## config.mk

```make
export PLATFORM = sky130hd
export DESIGN_NAME = ip_address_text_classifier_unit
export DESIGN_NICKNAME = d
export VERILOG_FILES = /design/src/rtl/ipatc_pkg.sv /design/src/rtl/ip_address_text_classifier_unit.sv
export VERILOG_INCLUDE_DIRS = /design/src /design/src/rtl
export SDC_FILE = /design/constraint.sdc
export NUM_CORES = 1
export LEC_CHECK = 0
export ABC_AREA = 1
export BUFFER_PORTS_ARGS = -buffer_cell sky130_fd_sc_hd__buf_2
export CAP_MARGIN = 0
export CORE_MARGIN = 2
export CORE_UTILIZATION = 35
export DETAILED_ROUTE_END_ITERATION = 6
export PLACE_DENSITY_LB_ADDON = 0.05
export SLEW_MARGIN = 20
export SYNTH_ARGS = -nofsm -noshare
export SYNTH_HDL_FRONTEND = slang
export SYNTH_SLANG_ARGS = --single-unit
```

## constraint.sdc

```tcl
create_clock -name clk -period 2.8 [get_ports clk]
set_input_delay 0.28 -clock clk [delete_from_list [all_inputs] [get_ports clk]]
set_output_delay 0.28 -clock clk [all_outputs]
set_load 0.03 [all_outputs]
```

## src/rtl/ip_address_text_classifier_unit_macros.svh

```systemverilog
// Assertion macros for the IP address text classifier.
// Included by the RTL files that carry assertions; no other dependencies.
`ifndef IP_ADDRESS_TEXT_CLASSIFIER_UNIT_MACROS_SVH
`define IP_ADDRESS_TEXT_CLASSIFIER_UNIT_MACROS_SVH
`ifndef NO_ASSERTIONS
// Same-cycle implication, checked outside reset.
`define IPATC_ASSERT_IMPLIES(label, clk, rst, ante, cons) \
  label: assert property (@(posedge clk) disable iff (rst) (ante) |-> (cons)) \
    else $error("ipatc assertion failed");
// Next-cycle implication, checked outside reset.
`define IPATC_ASSERT_NEXT(label, clk, rst, ante, cons) \
  label: assert property (@(posedge clk) disable iff (rst) (ante) |=> (cons)) \
    else $error("ipatc assertion failed");
`else
`define IPATC_ASSERT_IMPLIES(label, clk, rst, ante, cons)
`define IPATC_ASSERT_NEXT(label, clk, rst, ante, cons)
`endif
`endif

```

## src/rtl/ipatc_pkg.sv

```systemverilog
// Shared constants for the IP address text classifier.
// No dependencies; used by ip_address_text_classifier_unit.
`default_nettype none
package ipatc_pkg;

  // Result codes carried in address_kind.
  localparam logic [1:0] KIND_NEITHER = 2'd0;
  localparam logic [1:0] KIND_V4      = 2'd1;
  localparam logic [1:0] KIND_V6      = 2'd2;

  // Character codes.
  localparam logic [7:0] CHAR_ZERO    = 8'h30;
  localparam logic [7:0] CHAR_NINE    = 8'h39;
  localparam logic [7:0] CHAR_LOWER_A = 8'h61;
  localparam logic [7:0] CHAR_LOWER_F = 8'h66;
  localparam logic [7:0] CHAR_UPPER_A = 8'h41;
  localparam logic [7:0] CHAR_UPPER_F = 8'h46;
  localparam logic [7:0] CHAR_DOT     = 8'h2E;
  localparam logic [7:0] CHAR_COLON   = 8'h3A;

  // Saturation points and limits.
  localparam logic [8:0] VALUE_SAT    = 9'd256;
  localparam logic [8:0] VALUE_MAX    = 9'd255;
  localparam logic [2:0] COUNT_SAT    = 3'd7;
  localparam logic [3:0] COLON_SAT    = 4'd15;
  localparam logic [2:0] V4_DOTS      = 3'd3;
  localparam logic [3:0] V6_COLONS    = 4'd7;
  localparam logic [2:0] V6_MAX_CHARS = 3'd4;

endpackage
`default_nettype wire

```

## src/rtl/ip_address_text_classifier_unit.sv

```systemverilog
// Top level of the IP address text classifier: per-character state update and result register.
// Depends on ipatc_pkg and ip_address_text_classifier_unit_macros.svh.
//
// Usage:
// The input stream carries one ASCII character per transfer in s_axis_tdata, with
// s_axis_tlast high on the final character of an address string. For every
// string the block returns one result transfer on the output stream:
// 0 for neither, 1 for a valid IPv4 address, 2 for a full-form IPv6 address (eight groups, no ::).
// Characters without tlast produce no output.
// Throughput is one character per cycle while the input is not stalled as
// described below. The parse state is updated at the edge that accepts a
// character; the result is registered at the edge that accepts the final
// character and is shown on m_axis_tvalid in the next cycle.
// If the receiver stalls while a result is waiting, s_axis_tready stays high
// until a further final character would overwrite it; then the input stalls
// until the result is taken. A result taken in the same cycle frees the register.
// Reset clears the parse state to the start of a new string and drops any
// pending result. After each result the state returns to that start.
`default_nettype none
`include "ip_address_text_classifier_unit_macros.svh"
module ip_address_text_classifier_unit (
  input  wire logic       clk,
  input  wire logic       rst,
  input  wire logic       s_axis_tvalid,
  output logic            s_axis_tready,
  input  wire logic [7:0] s_axis_tdata,   // [7:0] character
  input  wire logic       s_axis_tlast,   // last
  output logic            m_axis_tvalid,
  input  wire logic       m_axis_tready,
  output logic [7:0]      m_axis_tdata    // [1:0] address_kind, [7:2] zero
);

  // Parse state.
  logic       dotted_possible, dotted_possible_next;
  logic       colon_possible, colon_possible_next;
  logic [8:0] group_value, group_value_next;
  logic [2:0] group_digit_count, group_digit_count_next;
  logic       group_leading_zero, group_leading_zero_next;
  logic [2:0] dot_count, dot_count_next;
  logic [3:0] colon_count, colon_count_next;

  // Result register.
  logic [1:0] address_kind, address_kind_next;

  logic       in_xfer;
  logic       is_digit, is_hex_letter, is_dot, is_colon;
  logic [3:0] digit;
  logic [11:0] scaled;
  logic [2:0] count_inc;
  logic       v4_cur_ok, v6_cur_ok, v4_next_ok, v6_next_ok;

  // Input may be taken unless a final character would overwrite a stalled result.
  assign s_axis_tready = !m_axis_tvalid || m_axis_tready || !s_axis_tlast;
  assign in_xfer       = s_axis_tvalid && s_axis_tready;

  // Character classes.
  assign is_digit = (s_axis_tdata >= ipatc_pkg::CHAR_ZERO) &&
                    (s_axis_tdata <= ipatc_pkg::CHAR_NINE);
  assign is_hex_letter = ((s_axis_tdata >= ipatc_pkg::CHAR_LOWER_A) &&
                          (s_axis_tdata <= ipatc_pkg::CHAR_LOWER_F)) ||
                         ((s_axis_tdata >= ipatc_pkg::CHAR_UPPER_A) &&
                          (s_axis_tdata <= ipatc_pkg::CHAR_UPPER_F));
  assign is_dot   = (s_axis_tdata == ipatc_pkg::CHAR_DOT);
  assign is_colon = (s_axis_tdata == ipatc_pkg::CHAR_COLON);
  assign digit    = s_axis_tdata[3:0];

  // Decimal accumulate: value * 10 + digit as (value << 3) + (value << 1) + digit.
  assign scaled = {group_value, 3'b000} + {2'b00, group_value, 1'b0} + {8'd0, digit};

  // Saturating character count.
  assign count_inc = (group_digit_count < ipatc_pkg::COUNT_SAT) ?
                     group_digit_count + 3'd1 : group_digit_count;

  // Group checks on the group that a separator closes.
  assign v4_cur_ok = (group_digit_count != 3'd0) &&
                     (group_value <= ipatc_pkg::VALUE_MAX) &&
                     !(group_leading_zero && (group_digit_count > 3'd1));
  assign v6_cur_ok = (group_digit_count >= 3'd1) &&
                     (group_digit_count <= ipatc_pkg::V6_MAX_CHARS);

  // Next parse state for the character on the input.
  always_comb begin
    dotted_possible_next    = dotted_possible;
    colon_possible_next     = colon_possible;
    group_value_next        = group_value;
    group_digit_count_next  = group_digit_count;
    group_leading_zero_next = group_leading_zero;
    dot_count_next          = dot_count;
    colon_count_next        = colon_count;
    if (is_digit) begin
      if ((group_digit_count == 3'd0) && (digit == 4'd0)) begin
        group_leading_zero_next = 1'b1;
      end
      if (scaled > {3'b000, ipatc_pkg::VALUE_SAT}) begin
        group_value_next = ipatc_pkg::VALUE_SAT;
      end else begin
        group_value_next = scaled[8:0];
      end
      group_digit_count_next = count_inc;
    end else if (is_hex_letter) begin
      dotted_possible_next   = 1'b0;
      group_digit_count_next = count_inc;
    end else if (is_dot) begin
      colon_possible_next = 1'b0;
      if (!v4_cur_ok || (dot_count >= ipatc_pkg::V4_DOTS)) begin
        dotted_possible_next = 1'b0;
      end
      if (dot_count < ipatc_pkg::COUNT_SAT) begin
        dot_count_next = dot_count + 3'd1;
      end
      group_value_next        = 9'd0;
      group_digit_count_next  = 3'd0;
      group_leading_zero_next = 1'b0;
    end else if (is_colon) begin
      dotted_possible_next = 1'b0;
      if (!v6_cur_ok || (colon_count >= ipatc_pkg::V6_COLONS)) begin
        colon_possible_next = 1'b0;
      end
      if (colon_count < ipatc_pkg::COLON_SAT) begin
        colon_count_next = colon_count + 4'd1;
      end
      group_value_next        = 9'd0;
      group_digit_count_next  = 3'd0;
      group_leading_zero_next = 1'b0;
    end else begin
      dotted_possible_next = 1'b0;
      colon_possible_next  = 1'b0;
    end
  end

  // Final-group checks on the updated state.
  assign v4_next_ok = (group_digit_count_next != 3'd0) &&
                      (group_value_next <= ipatc_pkg::VALUE_MAX) &&
                      !(group_leading_zero_next && (group_digit_count_next > 3'd1));
  assign v6_next_ok = (group_digit_count_next >= 3'd1) &&
                      (group_digit_count_next <= ipatc_pkg::V6_MAX_CHARS);

  // Classification of a completed string.
  always_comb begin
    if (dotted_possible_next && (dot_count_next == ipatc_pkg::V4_DOTS) && v4_next_ok) begin
      address_kind_next = ipatc_pkg::KIND_V4;
    end else if (colon_possible_next && (colon_count_next == ipatc_pkg::V6_COLONS) &&
                 v6_next_ok) begin
      address_kind_next = ipatc_pkg::KIND_V6;
    end else begin
      address_kind_next = ipatc_pkg::KIND_NEITHER;
    end
  end

  // Parse state registers; a final character returns them to the start state.
  always_ff @(posedge clk) begin
    if (rst) begin
      dotted_possible    <= 1'b1;
      colon_possible     <= 1'b1;
      group_value        <= 9'd0;
      group_digit_count  <= 3'd0;
      group_leading_zero <= 1'b0;
      dot_count          <= 3'd0;
      colon_count        <= 4'd0;
    end else if (in_xfer) begin
      if (s_axis_tlast) begin
        dotted_possible    <= 1'b1;
        colon_possible     <= 1'b1;
        group_value        <= 9'd0;
        group_digit_count  <= 3'd0;
        group_leading_zero <= 1'b0;
        dot_count          <= 3'd0;
        colon_count        <= 4'd0;
      end else begin
        dotted_possible    <= dotted_possible_next;
        colon_possible     <= colon_possible_next;
        group_value        <= group_value_next;
        group_digit_count  <= group_digit_count_next;
        group_leading_zero <= group_leading_zero_next;
        dot_count          <= dot_count_next;
        colon_count        <= colon_count_next;
      end
    end
  end

  // Result valid flag.
  always_ff @(posedge clk) begin
    if (rst) begin
      m_axis_tvalid <= 1'b0;
    end else if (in_xfer && s_axis_tlast) begin
      m_axis_tvalid <= 1'b1;
    end else if (m_axis_tready) begin
      m_axis_tvalid <= 1'b0;
    end
  end

  // Result payload.
  always_ff @(posedge clk) begin
    if (in_xfer && s_axis_tlast) begin
      address_kind <= address_kind_next;
    end
  end

  assign m_axis_tdata = {6'd0, address_kind};

  // A final character always produces a result in the next cycle.
  `IPATC_ASSERT_NEXT(a_last_gives_result, clk, rst, in_xfer && s_axis_tlast, m_axis_tvalid)
  // A non-final character after the result register is freed produces nothing.
  `IPATC_ASSERT_NEXT(a_no_spurious_result, clk, rst,
    in_xfer && !s_axis_tlast && (!m_axis_tvalid || m_axis_tready), !m_axis_tvalid)
  // The result code is never the unused encoding.
  `IPATC_ASSERT_IMPLIES(a_kind_legal, clk, rst, m_axis_tvalid, address_kind != 2'd3)
  // After a final character the parse state is back at the start of a string.
  `IPATC_ASSERT_NEXT(a_state_restarts, clk, rst, in_xfer && s_axis_tlast,
    dotted_possible && colon_possible && (dot_count == 3'd0) &&
    (colon_count == 4'd0) && (group_digit_count == 3'd0))
  // Both formats cannot stay possible once a separator has been seen.
  `IPATC_ASSERT_IMPLIES(a_formats_exclusive, clk, rst,
    (dot_count != 3'd0) || (colon_count != 4'd0), !(dotted_possible && colon_possible))

endmodule
`default_nettype wire
```

==> results of run 1 <==
synthesized netlist by cell type (2+ instances only):
| cell | n | share of area |
|---|---|---|
| sky130_fd_sc_hd__nand2_2 | 2 | 0.0053 |
| sky130_fd_sc_hd__buf_1 | 2 | 0.0032 |
| sky130_fd_sc_hd__o21ai_1 | 4 | 0.0084 |
| sky130_fd_sc_hd__dfxtp_1 | 23 | 0.19 |
| sky130_fd_sc_hd__ha_1 | 23 | 0.12 |
| sky130_fd_sc_hd__clkbuf_1 | 3 | 0.0047 |
| sky130_fd_sc_hd__inv_1 | 52 | 0.082 |
| sky130_fd_sc_hd__o22ai_1 | 3 | 0.0079 |
| sky130_fd_sc_hd__nand3_1 | 26 | 0.055 |
| sky130_fd_sc_hd__nand2_1 | 120 | 0.19 |
| sky130_fd_sc_hd__buf_4 | 6 | 0.019 |
| sky130_fd_sc_hd__a21oi_2 | 3 | 0.011 |
| sky130_fd_sc_hd__inv_2 | 2 | 0.0032 |
| sky130_fd_sc_hd__a21oi_1 | 26 | 0.055 |
| sky130_fd_sc_hd__nand4_1 | 12 | 0.032 |
| sky130_fd_sc_hd__nor2_1 | 41 | 0.065 |
| sky130_fd_sc_hd__nand3b_1 | 6 | 0.019 |
| sky130_fd_sc_hd__o21ai_0 | 8 | 0.017 |
| sky130_fd_sc_hd__edfxtp_1 | 2 | 0.025 |
| sky130_fd_sc_hd__nor3_1 | 5 | 0.011 |
| sky130_fd_sc_hd__fa_1 | 2 | 0.017 |
| sky130_fd_sc_hd__nor2_4 | 3 | 0.014 |
path summary, 6_finish.rpt:
kind	startpoint	cells after the start	end	slack, ps
setup / recovery	group_value[1]$_SDFFE_PP0P_	17	address_kind[1]$_SDFFCE_PP0P_	240
hold / removal	m_axis_tready	4	m_axis_tvalid$_SDFFE_PP0P_	350
setup reg to reg	group_value[1]$_SDFFE_PP0P_	17	address_kind[1]$_SDFFCE_PP0P_	240
hold reg to reg	colon_possible$_SDFFE_PP1P_	2	colon_possible$_SDFFE_PP1P_	470
kinds of logic (layout without fill, tap and decap cells):
logic type / count (synthesis) / in the layout
AO/OA/AOI/OAI: 46 / 46
XOR/XNOR: 2 / 2
adder cells (fa/ha/maj): 25 / 25
buffers and inverters: 67 / 82
flip-flops: 25 / 25
other: 1 / 6
AND/OR/NAND/NOR: 221 / 221
layout make-up:
class	count	area [µm²]	share of cell area
multi-input cells	300	1623	0.6170
flip-flops and latches	25	521.8	0.1984
well taps	80	100.1	0.03806
inverters	55	206.4	0.07850
clock buffers	3	41.29	0.01570
clock inverters	1	5.005	0.001903
repair buffers	23	132.6	0.05043
per-layer routing:
metal	share of wire	vias to the layer above	wire length (µm)	global-route usage
li1	-	1277	-	-
met1	0.55	1030	3245	0.2570
met3	0.048	4	285	0.02762
met2	0.40	44	2371	0.2448
met4	0.0067	0	40	0.02415
met5	0	-	0	0
power groups by stage:
stage          combinational (W)  clock [W]  sequential (W)
3_3_place_gp            0.000113          0        0.000376
5_1_grt                 0.000126   0.000245        0.000369
3_5_place_dp            0.000112          0        0.000377
6_report                0.000111   0.000227        0.000368
2_1_floorplan          0.0000783          0        0.000379
4_1_cts                 0.000112   0.000235        0.000368
worst max-delay path, cell delays in order, from the launching register on:
cell and delay (ps):
sky130_fd_sc_hd__dfxtp_1 340, sky130_fd_sc_hd__ha_1 280, sky130_fd_sc_hd__ha_2 220, sky130_fd_sc_hd__inv_1 80, sky130_fd_sc_hd__fa_2 400, sky130_fd_sc_hd__nand3b_1 190
sky130_fd_sc_hd__nand2_2 100, sky130_fd_sc_hd__nand2_1 70, sky130_fd_sc_hd__nand2_1 60, sky130_fd_sc_hd__nand2_1 40, sky130_fd_sc_hd__nand2_1 70, sky130_fd_sc_hd__nand2_1 50
sky130_fd_sc_hd__inv_1 50, sky130_fd_sc_hd__nand3b_1 70, sky130_fd_sc_hd__nand2_1 60, sky130_fd_sc_hd__nand2_1 90, sky130_fd_sc_hd__nor2_1 110, sky130_fd_sc_hd__nor2_1 50
state kept, by name, summed over array words and instances (netlist names):
name	cells
address_kind	2
colon_count	4
colon_possible	1
dot_count	3
dotted_possible	1
group_digit_count	3
group_leading_zero	1
group_value	9
m_axis_tvalid	1
metrics by stage:
step | cells | area (µm²)
6_report | 487 | 2630
5_1_grt | 487 | 2630
4_1_cts | 487 | 2606
3_5_place_dp | 483 | 2560
3_3_place_gp | 483 | 2560
2_1_floorplan | 392 | 2396
what timing repair did:
| action | CTS | global route |
|---|---|---|
| setup endpoints to repair | 0 | 10 |
| setup buffers | 0 | 0 |
| gates resized for setup | 0 | 8 |
==> results.yml, run 1 <==
status:
  run_status: "finished clean"
clock_tree:
  cts_tree: "built"
  htree_num_levels: 1
  cts-hold-fix-buffers: 0
  clock_tree.buffer_depth: 2
  worst_setup_hold_path_clk_slew_ps: 100
  clock_latency_ps: 270
  numClockSinks: 25
  clock_tree.root_cell: "sky130_fd_sc_hd__clkbuf_8"
  tritoncts.num_buffers: 3
finish:
  postLayoutCoreUtil: 0.3936
  layout.filler_cells: 759
  n_antenna_cell: 0
  drive_above_1_share: 0.1179
  leading_cell_type_in_the_layout_fill_and_taps_excluded: "sky130_fd_sc_hd__nand2_1"
  mostFrequentLayoutCells: "118 x sky130_fd_sc_hd__nand2_1, 52 x sky130_fd_sc_hd__inv_1, 40 x sky130_fd_sc_hd__nor2_1"
  count_of_nets_after_finishing: 446
  layout_stage_area_growth_over_the_synthesis_result_pct: 10.63
route:
  detail_route.vias_per_cell: 4.836
  via_count: 2355
  route.final.wire_length_um: 5942
  ant_nets: 0
  detailedRoute.firstIterationViolations: 172
  routed_length_per_instance_um: 12.20
  detailedRoute.firstPassIterationCount: 4
  remaining_routing_drc_violations: 0
sta:
  fin_crit_sh: 0.9134
  finalWorstSetupSlack_ps: 242.4
  rsz0062_at_grt: "no"
  worst_hold_slack_ps: 349.8
  final-max-slew-violation-count: 0
  min_period_ps: 2558
  finalSetupTns_ps: 0
  setup_violations: 0
  clock-skew-final_ps: 4.601
  maximum_frequency_from_static_timing_analysis_mhz: 391.0
  number_of_hold_violations_in_the_final_report: 0
placed_design:
  hpwlAfterDp_um: 4730
  globalplace.congestion: 0.7496
  io_buffer_count: 16
  place_worst_setup_slack_ps: 89.60
logic_synthesis:
  basic_gate_share_of_the_synthesized_area_counting_and_or_nand_and_nor_cells: 0.4095
  synthesis.area_per_instance_um2: 6.143
  synth-xor-area-share: 0.007368
  seq_area_frac_synth: 0.2189
  yosysWarningCount: 0
  yosys-mux-area-fraction: 0
  synth_top_family_by_area: "simple AND/OR/NAND/NOR gates"
  ys_seq_elements: 25
  synthesized_area_mm2: 0.002377
  synth_edf_count: 2
  yosys_most_used_dff: "sky130_fd_sc_hd__dfxtp_1"
  synthDistinctLibCells: 35
  post_synth_fa_ha_maj_area_fraction: 0.1379
  synth_compound_gate_area_share: 0.1089
  syn-instance-count: 387
  synth_async_sr_flop_share: 0
global_route:
  grt_start_max_net_pins: 22
  grt_overflow: 0
  grt_first_pass_wirelength_um: 9949
  global_route.usage.total: 0.1659
  antenna_violations_before_repair: 0
  grt_pass1_vias: 2095
die:
  dieHeight_um: 86.42
  die_w_um: 86.42
  ioPinCount: 23
  placement_rows: 30
  dieArea_mm2: 0.007468
  floorplan.initialDensity: 0.3558
  floorplan.core_area_mm2: 0.006681
worst_setup_path:
  setup.worst_path.start_class: "flop"
  endpoint_kind: "flop"
  timing_worst_setup_path_type: "reg -> reg"
  worstPathMaxFanout: 4
  worstPathArrival_ps: 2600
  critPathRequiredTime_ps: 2850
power:
  power.ir.vdd_worst_uv: 122.1
  total_power_w: 0.0007069
  share_comb_of_total_power: 0.158
  switching_power_w: 0.0002081
  leakagePower_nw: 1.260
  switching_share: 0.2944
  cell_internal_pwr_w: 0.0004988
  p_seq_frac: 0.521
  powerDensity_mw_per_mm2: 268.8
  clkPwrFrac: 0.322
job:
  timing.max_cap.violations: 0
min_path:
  hp-class: "in -> reg"
Power figures use the tool's default switching activity.
==> run 2: changes to the inputs <==
- CTS_BUF_LIST: unset -> sky130_fd_sc_hd__clkbuf_16
==> results.yml, run 2 (synthesis gave the netlist of run 1 again) <==
status:
  run_status: "finished clean"
die:
  dieArea_mm2: 0.007468
  floorplan.initialDensity: 0.3558
  die_w_um: 86.42
  placement_rows: 30
  dieHeight_um: 86.42
  ioPinCount: 23
  floorplan.core_area_mm2: 0.006681
clock_tree:
  clock_tree.buffer_depth: 2
  clock_tree.root_cell: "sky130_fd_sc_hd__clkbuf_16"
  worst_setup_hold_path_clk_slew_ps: 70
  clock_latency_ps: 260
  cts-hold-fix-buffers: 0
  htree_num_levels: 1
  tritoncts.num_buffers: 3
  numClockSinks: 25
  cts.repair_timing.setup_buffer_count: 0
  postCtsResizedCells: 0
  cts_tree: "built"
worst_setup_path:
  setup.worst_path.start_class: "flop"
  critPathRequiredTime_ps: 2820
  endpoint_kind: "flop"
  worstPathMaxFanout: 4
  worstPathArrival_ps: 2580
  timing_worst_setup_path_type: "reg -> reg"
  regToRegStartpoint: "group_value[1]$_SDFFE_PP0P_"
  timing.critical_path.from: "group_value[1]$_SDFFE_PP0P_"
  worstRegToRegCells: 17
finish:
  largest_register_ff_count: 9
  count_of_nets_after_finishing: 446
  layout_stage_area_growth_over_the_synthesis_result_pct: 12.05
  area_occupied_by_multi_input_gates_mm2: 0.001623
  regArea_um2: 521.8
  regMostFlops: "group_value"
  layout.filler_cells: 761
  mostFrequentLayoutCells: "118 x sky130_fd_sc_hd__nand2_1, 52 x sky130_fd_sc_hd__inv_1, 40 x sky130_fd_sc_hd__nor2_1"
  n_antenna_cell: 0
  drive_above_1_share: 0.1179
  layout_top_registers: "group_value: 9 flops, colon_count: 4 flops"
  leading_cell_type_in_the_layout_fill_and_taps_excluded: "sky130_fd_sc_hd__nand2_1"
  postLayoutCoreUtil: 0.3987
power:
  powerDensity_mw_per_mm2: 303.2
  leakagePower_nw: 1.276
  power.ir.vdd_worst_uv: 162.5
  total_power_w: 0.0008077
route:
  route.final.wire_length_um: 5949
  routed_length_per_instance_um: 12.22
  detail_route.vias_per_cell: 4.830
  ant_nets: 0
  via_count: 2352
  detailedRoute.firstPassIterationCount: 4
  detailedRoute.firstIterationViolations: 128
  remaining_routing_drc_violations: 0
placed_design:
  hpwlAfterDp_um: 4730
  globalplace.congestion: 0.7496
  io_buffer_count: 16
global_route:
  grt_overflow: 0
  grt_pass1_vias: 2103
  global_route.usage.total: 0.1675
  grt_start_max_net_pins: 22
  grt_first_pass_wirelength_um: 9984
  antenna_violations_before_repair: 0
sta:
  maximum_frequency_from_static_timing_analysis_mhz: 390.7
  rsz0062_at_grt: "no"
  clock-skew-final_ps: 1.385
  final-max-slew-violation-count: 0
  finalSetupTns_ps: 0
  worst_hold_slack_ps: 366.6
  fin_crit_sh: 0.9142
  number_of_hold_violations_in_the_final_report: 0
  setup_violations: 0
  min_period_ps: 2560
min_path:
  hold_path_cells: 4
  hp-class: "in -> reg"
  holdCritStartpoint: "m_axis_tready"
job:
  timing.max_cap.violations: 0
[run 2: metal layers]
layer | track usage | share of wire | wire [µm]
met1 | 0.2582 | 0.55 | 3267
met2 | 0.2448 | 0.40 | 2367
met3 | 0.02762 | 0.042 | 249
met4 | 0.03267 | 0.011 | 63
met5 | 0 | 0 | 0
[run 2: critical path, stage by stage, from the launching register on]
cell and delay [ps]:
sky130_fd_sc_hd__dfxtp_1 330, sky130_fd_sc_hd__ha_1 280, sky130_fd_sc_hd__ha_2 220, sky130_fd_sc_hd__inv_1 80, sky130_fd_sc_hd__fa_2 400, sky130_fd_sc_hd__nand3b_1 190, sky130_fd_sc_hd__nand2_2 100, sky130_fd_sc_hd__nand2_1 70
sky130_fd_sc_hd__nand2_1 60, sky130_fd_sc_hd__nand2_1 40, sky130_fd_sc_hd__nand2_1 70, sky130_fd_sc_hd__nand2_1 50, sky130_fd_sc_hd__inv_1 50, sky130_fd_sc_hd__nand3b_1 70, sky130_fd_sc_hd__nand2_1 60, sky130_fd_sc_hd__nand2_1 90
sky130_fd_sc_hd__nor2_1 110, sky130_fd_sc_hd__nor2_1 50
[run 2: stage by stage]
step	setup slack, ps	cells	cell area (µm²)
4_1_cts	113.3	487	2640
3_5_place_dp	89.60	483	2560
2_1_floorplan	287.7	392	2396
5_1_grt	12.18	487	2664
3_3_place_gp	89.52	483	2560
6_report	240.3	487	2664
[run 2: final cells by class]
type | instances | share of cell area
flip-flops and latches | 25 | 0.1959
clock buffers | 3 | 0.02818
well taps | 80 | 0.03758
multi-input cells | 300 | 0.6092
repair buffers | 23 | 0.04979
clock inverters | 1 | 0.001879
inverters | 55 | 0.07750
[run 2: path summary, 6_finish.rpt]
kind	slack, ps	to
worst max-delay path	240	address_kind[1]$_SDFFCE_PP0P_
worst min-delay path	370	m_axis_tvalid$_SDFFE_PP0P_
worst max register to register	240	address_kind[1]$_SDFFCE_PP0P_
worst min register to register	470	colon_possible$_SDFFE_PP1P_
[run 2: report_power, final]
| group | internal, W | switching (W) |
|---|---|---|
| logic | 0.0000339 | 0.0000774 |
| clock network | 0.000193 | 0.000135 |
| registers | 0.000365 | 0.00000319 |
| total | 0.000592 | 0.000216 |
